<file path="config.mk">
export PLATFORM = sky130hd
export DESIGN_NAME = cfa_out_reg
export DESIGN_NICKNAME = d
export VERILOG_FILES = /design/src/sv/cfa_pkg.sv /design/src/sv/cfa_out_reg.sv
export SDC_FILE = /design/constraint.sdc
export NUM_CORES = 1
export LEC_CHECK = 0
export ABC_AREA = 1
export BUFFER_PORTS_ARGS = -buffer_cell sky130_fd_sc_hd__buf_2
export CAP_MARGIN = 5
export CORE_UTILIZATION = 44
export DETAILED_ROUTE_END_ITERATION = 8
export PLACE_DENSITY = 0.84
export SKIP_LAST_GASP = 1
export SYNTH_ARGS = -nofsm -noshare
export SYNTH_HDL_FRONTEND = slang
export SYNTH_SLANG_ARGS = --single-unit
</file>
<file path="constraint.sdc">
create_clock -name clk -period 1.25 [get_ports clk]
set_input_delay 0.25 -clock clk [delete_from_list [all_inputs] [get_ports clk]]
set_output_delay 0.25 -clock clk [all_outputs]
set_load 0.005 [all_outputs]
</file>
<file path="src/sv/cfa_pkg.sv">
`default_nettype none
package cfa_pkg;
	localparam int MAX_SEGMENTS = 32;
	localparam int ADDR_BITS = 20;
	localparam int IDX_W = $clog2(MAX_SEGMENTS);
	localparam int CNT_W = $clog2(MAX_SEGMENTS + 1);
	localparam int SIZE_W = 21;
	localparam int OWNER_W = 16;
	localparam int BASE_W = 20;
	localparam logic [SIZE_W-1:0] SIZE_LIMIT = SIZE_W'(1) << ADDR_BITS;

	typedef enum logic [1:0] {
		REQ_ALLOC = 2'd0,
		REQ_FREE = 2'd1,
		REQ_COMPACT = 2'd2,
		REQ_STATUS = 2'd3
	} req_t;

	typedef enum logic [1:0] {
		RC_OK = 2'd0,
		RC_NO_HOLE = 2'd1,
		RC_NO_OWNER = 2'd2,
		RC_FULL = 2'd3
	} rc_t;

	typedef enum logic [1:0] {
		FIT_FIRST = 2'd0,
		FIT_BEST = 2'd1,
		FIT_WORST = 2'd2,
		FIT_ALT = 2'd3
	} fit_t;

	typedef enum logic [3:0] {
		ST_IDLE,
		ST_SCAN,
		ST_SHIFT,
		ST_GRANT,
		ST_FREE,
		ST_COMPACT,
		ST_CHOLE,
		ST_LIST,
		ST_OUT
	} state_t;

	typedef struct packed {
		rc_t code;
		logic [BASE_W-1:0] base;
		logic [SIZE_W-1:0] size;
		logic [OWNER_W-1:0] holder;
		logic busy;
		logic [SIZE_W-1:0] free;
		logic last;
	} result_t;
endpackage
`default_nettype wire

</file>
<file path="src/sv/cfa_out_reg.sv">
`default_nettype none
// One-entry output register between the sequencer and the result channel.
module cfa_out_reg (
	input wire logic clk,
	input wire logic arst_n,
	input wire logic load,
	input wire cfa_pkg::result_t din,
	output logic full,
	output cfa_pkg::result_t dout,
	input wire logic take
);
	logic full_q;
	cfa_pkg::result_t data_q;

	always_ff @(posedge clk or negedge arst_n) begin
		if (!arst_n) begin
			full_q <= 1'b0;
		end else if (load) begin
			full_q <= 1'b1;
		end else if (take) begin
			full_q <= 1'b0;
		end
	end

	always_ff @(posedge clk) begin
		if (load) begin
			data_q <= din;
		end
	end

	assign full = full_q;
	assign dout = data_q;
endmodule
`default_nettype wire

</file>
=== Yosys cells after proc, flatten, opt, wreduce, memory -nomap -nowiden ===
Index checks and enable logic that the tools add are counted.

* Register bits: 83
* Input bits: 86
* Output and inout port bits: 83
* Word-level logic and storage cells: 11

* Multiplexer cells: 2
* Reductions and logical operators: 1

{| class="wikitable"
|+ Operator list
! operator !! count
|-
| 1-bit two-way mux || 2
|-
| 2-bit nonzero test || 1
|}

=== Longest topological paths before layout ===
Gate-level depths: netlist of run 1.

* Depth after elaboration: 2
* Depth in mapped cells: 3
* Depth with buffers taken out: 3

=== Least setup slack after synthesis of run 1 ===
OpenSTA, ideal clock, no wires.

* Path type: reg2out
* Start: register full_q (netlist: full)
* End: output port full
* Arrival time: 0.361 ns
* Data required time: 1.000 ns
* Path slack: 0.639 ns
* Stages on the path, launching flop included: 1
* Path buffers: 0
* Cells stage by stage: dfrtp_1

{| class="wikitable"
|+ RTL lines
! item !! RTL line !! source
|-
| from (decl) || cfa_out_reg.sv:12 || <nowiki>logic full_q;</nowiki>
|-
| from (signal assigned) || cfa_out_reg.sv:17 || <nowiki>full_q <= 1'b0;</nowiki>
|-
| from (signal assigned) || cfa_out_reg.sv:19 || <nowiki>full_q <= 1'b1;</nowiki>
|-
| from (signal assigned) || cfa_out_reg.sv:21 || <nowiki>full_q <= 1'b0;</nowiki>
|-
| to (decl) || cfa_out_reg.sv:8 || <nowiki>output logic full,</nowiki>
|}

No word-level cell between the ends.

=== Worst setup path after layout of run 1 ===
* Start: register data_q (netlist bit dout[40])
* End: output port dout[40] (netlist bit)

{| class="wikitable"
|+ RTL lines
! item !! RTL line !! source
|-
| from (decl) || cfa_out_reg.sv:13 || <nowiki>cfa_pkg::result_t data_q;</nowiki>
|-
| from (signal assigned) || cfa_out_reg.sv:27 || <nowiki>data_q <= din;</nowiki>
|-
| to (decl) || cfa_out_reg.sv:9 || <nowiki>output cfa_pkg::result_t dout,</nowiki>
|}

No word-level cell between the ends.

==> results of run 1 <==
[metal layers]
layer	wire, um	share of wire	up-vias	global-route usage
li1	-	-	711	-
met1	1850	0.39	670	0.182
met2	2400	0.51	100	0.274
met3	440	0.093	5	0.0600
met4	55	0.012	0	0.102
met5	0	0	-	0
[logic make-up (layout without fill, tap and decap cells)]
family        Yosys count  in the layout  share of synthesized area
buf+inv                 2            190                    0.00300
flops                  83             83                      0.994
simple gates            2              2                    0.00300
[final cells by class]
cell class,instances,area share
flip-flops and latches,83,0.678
repair buffers,172,0.245
clock buffers,12,0.0368
well taps,72,0.0245
clock inverters,4,0.0113
multi-input cells,2,0.00205
inverters,2,0.00205
[worst min path at each step]
| stage | startpoint | to | cells after the start |
|---|---|---|---|
| floorplan | arst_n | full$_DFFE_PN0P_ | 0 |
| global placement | arst_n | full$_DFFE_PN0P_ | 1 |
| detailed placement | arst_n | full$_DFFE_PN0P_ | 1 |
| CTS | din[33] | dout[33]$_DFFE_PP_ | 1 |
| global route | din[33] | dout[33]$_DFFE_PP_ | 1 |
| finish | din[5] | dout[5]$_DFFE_PP_ | 1 |
[power breakdown]
part / total [mW] / internal, mW / switching [mW] / leakage, nW
Combinational: 0.437 / 0.243 / 0.194 / 0.705
Sequential: 3.35 / 3.30 / 0.0512 / 0.813
Clock: 1.71 / 0.907 / 0.802 / 0.0871
Total: 5.50 / 4.45 / 1.05 / 1.61
[sequential cells by signal, indices dropped and copies added (netlist names)]
name  cells
dout     82
full      1
[cell usage in the layout (no fill, tap or decap)]
cell           netlist  final
buf_4                0      2
dlygate4sd3_1        0      1
clkbuf_1             0      3
inv_1                2      2
clkbuf_8             0      9
buf_12               0      2
dfrtp_1              1      1
nand2_1              2      2
clkinv_1             0      3
bufinv_16            0      1
edfxtp_1            82     82
buf_2                0    167
[per-stage QoR]
stage               hold slack (ps)  cells  worst slack, ps   util  power, mW
detailed placement             32.5    330              248  0.633       3.86
global placement               31.3    330              258  0.633       3.84
CTS                            69.8    347             98.2  0.666       5.58
finish                         92.1    347              139  0.666       5.50
global route                   66.8    347             95.7  0.666       5.73
floorplan                     -45.6     87              639      -       3.45
==> metrics.txt, run 1 <==
WP buf/inv=1; post-CTS sizing=0; clk buf depth=2; register area=~2500 um^2; reg2reg setup slack=~670 ps; RSZ-0062 raised after global routing=false; Syn Area/Cell=~29 um^2; final instance area=between 3000 and 4000 um^2; measured slew at the worst slew-check pin=176 ps; top_reg_cell synth=edfxtp_1; Synth Instances=just under 90; worst reg-to-reg path cell count=2; clock skew=0 ps; NumNets Final=between 300 and 400; slowest cell on the critical path=edfxtp_1; number of remaining DRC errors=0; share of cells above drive strength 1=0.658; area leader, netlist=edfxtp_1; CP Launch Type=flip-flop; Post-synth EDFFs=about 80; top post-synthesis cells by count=edfxtp_1 (82), inv_1 (2), nand2_1 (2); RePlAce Congestion=between 0.6 and 0.7; Tot GR Track Use=0.166; most frequent cell after synthesis=edfxtp_1; leakage=between 1.5 and 2 nW; CTS clock-pin slew for the worst setup and hold paths=about 80 ps; f_max=0.900 GHz; max-slew violations=0; Period minus WS final=1110 ps; CP Cell Sequence=buf_2; initial antenna violation count=0; DR iter-0 viols=44; Seq/Total Area, Yosys=0.994; Routed Antenna Nets=0; Crit Path Category=flip-flop to primary output; Yosys top cell area share=0.984; total negative setup slack=0 ps; r2r endpoint=full$_DFFE_PN0P_; H-tree depth=3; crit-path max cell delay=between 300 and 400 ps; CP Launch Point=dout[40]$_DFFE_PP_; Via density=4.28; vias in the first global route=~1,500; Slew HR=0.883; Final Hold Fails=0; wire length per cell=around 14 um; Power Density=around 1500 nW/um^2; worst-skew pair later-pin latency=320 ps; class of the worst hold path=primary input to flip-flop; synth warn=0; CP delay by family, top=flip-flops; ranking of synthesized cells by area=edfxtp_1 (98%), dfrtp_1 (1.0%), inv_1 (0.30%); crit path max fanout=1; Mapped Area=about 2500 um^2; layout filler cell count=just under 400; total stage count of the critical path=1; Unique masters post-synth=4; Worst Path Required=1000 ps; post-CTS setup buffer count=0; Die Y=roughly 77 um; Die W=roughly 77 um; Layout area overhead=46.7%; ys async rst share=0.0120; largest net degree at the start of global routing=34; n_diodes=0; TritonCTS clock tree=yes; worst vdd ir=0.916 mV; first-pass GRT wire length=a little under 7 mm; I/O Pins=~170; area of the multi-input gates=between 7 and 8 um^2; status=finished clean; end point of the critical path=dout[40]; CTS Sinks=83; Placed Area=around 3500 um^2; Setup-failing EPs final=0; reg2reg start=full$_DFFE_PN0P_; crit path DAT=~860 ps; via count=about 1,500; CP endpoint kind=primary output; core area=~5500 um^2; syn_nets=between 150 and 200; Max Cap Viol=0; Initial Util=0.454; Final Cycle Share=0.889; cell row count=27; first-pass iteration count of the detailed router=4; hold buffer count at cts=1; CTS buffer count=9; GRT overflow=0; total wire length=roughly 4.7 mm; Detailed Place HPWL=3.70 mm; post-synthesis register bit count=83; IO buf count=approximately 170; Root Driver=clkbuf_8; die area=~6000 um^2
Power figures use the tool's default switching activity.
==> run 2: changes to the inputs <==
ABC_AREA = default   (was 1)
==> metrics.txt, run 2 <==
WL met1=2.10 mm (+13%); Max Cap Viol=0 (unchanged); Unique masters post-synth=4 (unchanged); Seq/Total Area, Yosys=0.995 (+0.00149); measured slew at the worst slew-check pin=214 ps (+37.7 ps); CTS clock-pin slew for the worst setup and hold paths=90 ps (about the same); die area=5980 um^2 (-0.15%); Layout area overhead=48.7%; ys async rst share=0.0120 (unchanged); H-tree depth=3 (unchanged); Setup-failing EPs final=0 (unchanged); clock skew=0 ps (unchanged); Routed Antenna Nets=0 (unchanged); worst reg-to-reg path cell count=1 (-1); initial antenna violation count=0 (unchanged); max-slew violations=0 (unchanged); post-placement cell count=329 (-0.30%); wire length on met3=524 um (+19%); max FFs per register=82 (unchanged); CP Cell Sequence=buf_2; CP endpoint kind=primary output; Root Driver=clkbuf_8; crit path DAT=880 ps (+20 ps); Placed Area=3490 um^2 (+0.11%); clk buf depth=2 (unchanged); area of the multi-input gates=7.51 um^2 (unchanged); Tot GR Track Use=0.212 (+0.0464); crit-path max cell delay=410 ps (+20 ps); Die Y=77.4 um (about the same); Via density=4.52 (+5.6%); IO buf count=168 (unchanged); RePlAce Congestion=0.707 (+5.6%); TritonCTS clock tree=yes; Synth Instances=85 (-2.3%); status=finished clean; register area=2490 um^2 (unchanged); total wire length=6.09 mm (+28%); Finished Layout Cells=347 (unchanged); first-pass GRT wire length=8.69 mm (+26%); Initial Util=0.457 (+0.00212); min-delay src=din[2]; Worst Path Required=1000 ps (about the same); Power Density=1580 nW/um^2 (+5.3%); Flop pwr share=0.572 (-0.038); I/O Pins=169 (unchanged); wire length per cell=17.5 um (+28%); post-CTS sizing=0 (unchanged); Final Cycle Share=0.906 (+0.0168); largest net degree at the start of global routing=33 (-2.9%); synth warn=0 (unchanged); post-CTS setup buffer count=0 (unchanged); worst vdd ir=0.703 mV (-23%); Post-synth EDFFs=82 (unchanged); top post-synthesis cells by count=edfxtp_1 (82), a21o_1 (1), dfrtp_1 (1), inv_1 (1); reg2reg setup slack=590 ps (-80 ps); reg2reg start=full$_DFFE_PN0P_; WHS=79.4 ps (-12.7 ps); CP delay by family, top=flip-flops; GRT overflow=0 (unchanged); vias in the first global route=1,596 (+8.2%); ranking of synthesized cells by area=edfxtp_1 (99%), dfrtp_1 (1.0%), a21o_1 (0.30%); Period minus WS final=1130 ps (+21.1 ps); crit path max fanout=1 (unchanged); Mapped Area=2500 um^2 (-0.15%); Comb pwr share=0.078 (-0.002); post-route setup slack=118 ps (-21.1 ps); via count=1,569 (+5.6%); Syn Area/Cell=29.4 um^2 (+2.2%); cell row count=27 (unchanged); leakage=1.62 nW (+0.95%); f_max=0.883 GHz (-1.9%); area leader, netlist=edfxtp_1; Yosys top cell area share=0.985 (+0.00148); Detailed Place HPWL=4.40 mm (+19%); sw frac=0.203 (+0.0123); Die W=77.4 um (about the same); most common cell after layout, fill and taps aside=buf_2; top_reg_cell synth=edfxtp_1; Slew HR=0.858 (-0.0251); WHS Endpoint=dout[2]$_DFFE_PP_; CTS Sinks=83 (unchanged); class of the worst hold path=primary input to flip-flop; commonest non-fill, non-tap cells in the layout=buf_2 (167), edfxtp_1 (82), clkbuf_8 (9), buf_4 (3); Internal=4.67 mW (+5.0%); syn_nets=171 (-1.2%); Final Hold Fails=0 (unchanged); slowest cell on the critical path=edfxtp_1; Clk network pwr share=0.349 (+0.038); Crit Path Category=flip-flop to primary output; RSZ-0062 raised after global routing=false; layout filler cell count=389 (-2.0%); Place WS=223 ps (-25.3 ps); DR iter-0 viols=126 (+190%); Hold Path Stages=1 (unchanged); highest routing layer actually used=met4; CP Launch Type=flip-flop; core area=5470 um^2 (-0.61%); DR WL met2=3.30 mm (+38%); final instance area=3720 um^2 (+1.3%); first-pass iteration count of the detailed router=6 (+2); CTS buffer count=9 (unchanged); number of remaining DRC errors=0 (unchanged); most frequent cell after synthesis=edfxtp_1; P_sw=1.19 mW (+14%); worst-skew pair later-pin latency=330 ps (about the same); r2r endpoint=full$_DFFE_PN0P_; WP buf/inv=1 (unchanged); share of cells above drive strength 1=0.682 (+0.0243); NumNets Final=355 (-0.28%); total negative setup slack=0 ps (unchanged); post-synthesis register bit count=83 (unchanged)
-- run 2: layout make-up --
cell class              count  area share
flip-flops and latches     83       0.669
repair buffers            173       0.244
clock buffers              10      0.0343
well taps                  72      0.0242
clock inverters             6      0.0239
multi-input cells           1     0.00202
inverters                   1     0.00101
diodes                      1    0.000673
-- run 2: kinds of logic (layout without fill, tap and decap cells) --
group,after synthesis,in the layout,synth area share
buf+inv,1,190,0.00150
compound gates,1,1,0.00301
flops,83,83,0.995
other cells,0,1,0
-- run 2: timing repair --
| action | in CTS | in global routing |
|---|---|---|
| setup endpoints to repair | 0 | 0 |
| hold buffers | 1 | 0 |
| hold endpoints to repair | 1 | 0 |
-- run 2: power by group through the flow --
stage / Sequential, mW / Combinational (mW) / Clock [mW]
after floorplan: 3.45 / 0.00226 / 0
after global placement: 3.40 / 0.441 / 0
after detailed placement: 3.42 / 0.458 / 0
after CTS: 3.36 / 0.468 / 2.08
after global routing: 3.37 / 0.495 / 2.18
final: 3.35 / 0.460 / 2.05
-- run 2: worst max-delay path by stage --
| stage | slack (ps) | startpoint | depth (start not counted) | end |
|---|---|---|---|---|
| 3_3_place_gp | 240 | load | 2 | dout[56]$_DFFE_PP_ |
| 3_5_place_dp | 220 | load | 2 | dout[14]$_DFFE_PP_ |
| 2_1_floorplan | 600 | full$_DFFE_PN0P_ | 1 | full$_DFFE_PN0P_ |
| 5_1_grt | 70 | dout[22]$_DFFE_PP_ | 1 | dout[22] |
| 6_report | 120 | dout[22]$_DFFE_PP_ | 1 | dout[22] |
| 4_1_cts | 90 | dout[22]$_DFFE_PP_ | 1 | dout[22] |
-- run 2: routing by layer --
metal	global-route usage	up-vias
li1	-	711
met1	0.227	739
met2	0.370	107
met3	0.0624	12
met4	0.126	0
met5	0	-
-- run 2: metrics by stage --
stage                      util  power (mW)
after floorplan               -        3.45
after detailed placement  0.637        3.88
after global placement    0.637        3.84
final                     0.679        5.86
after global routing      0.679        6.04
after CTS                 0.679        5.91
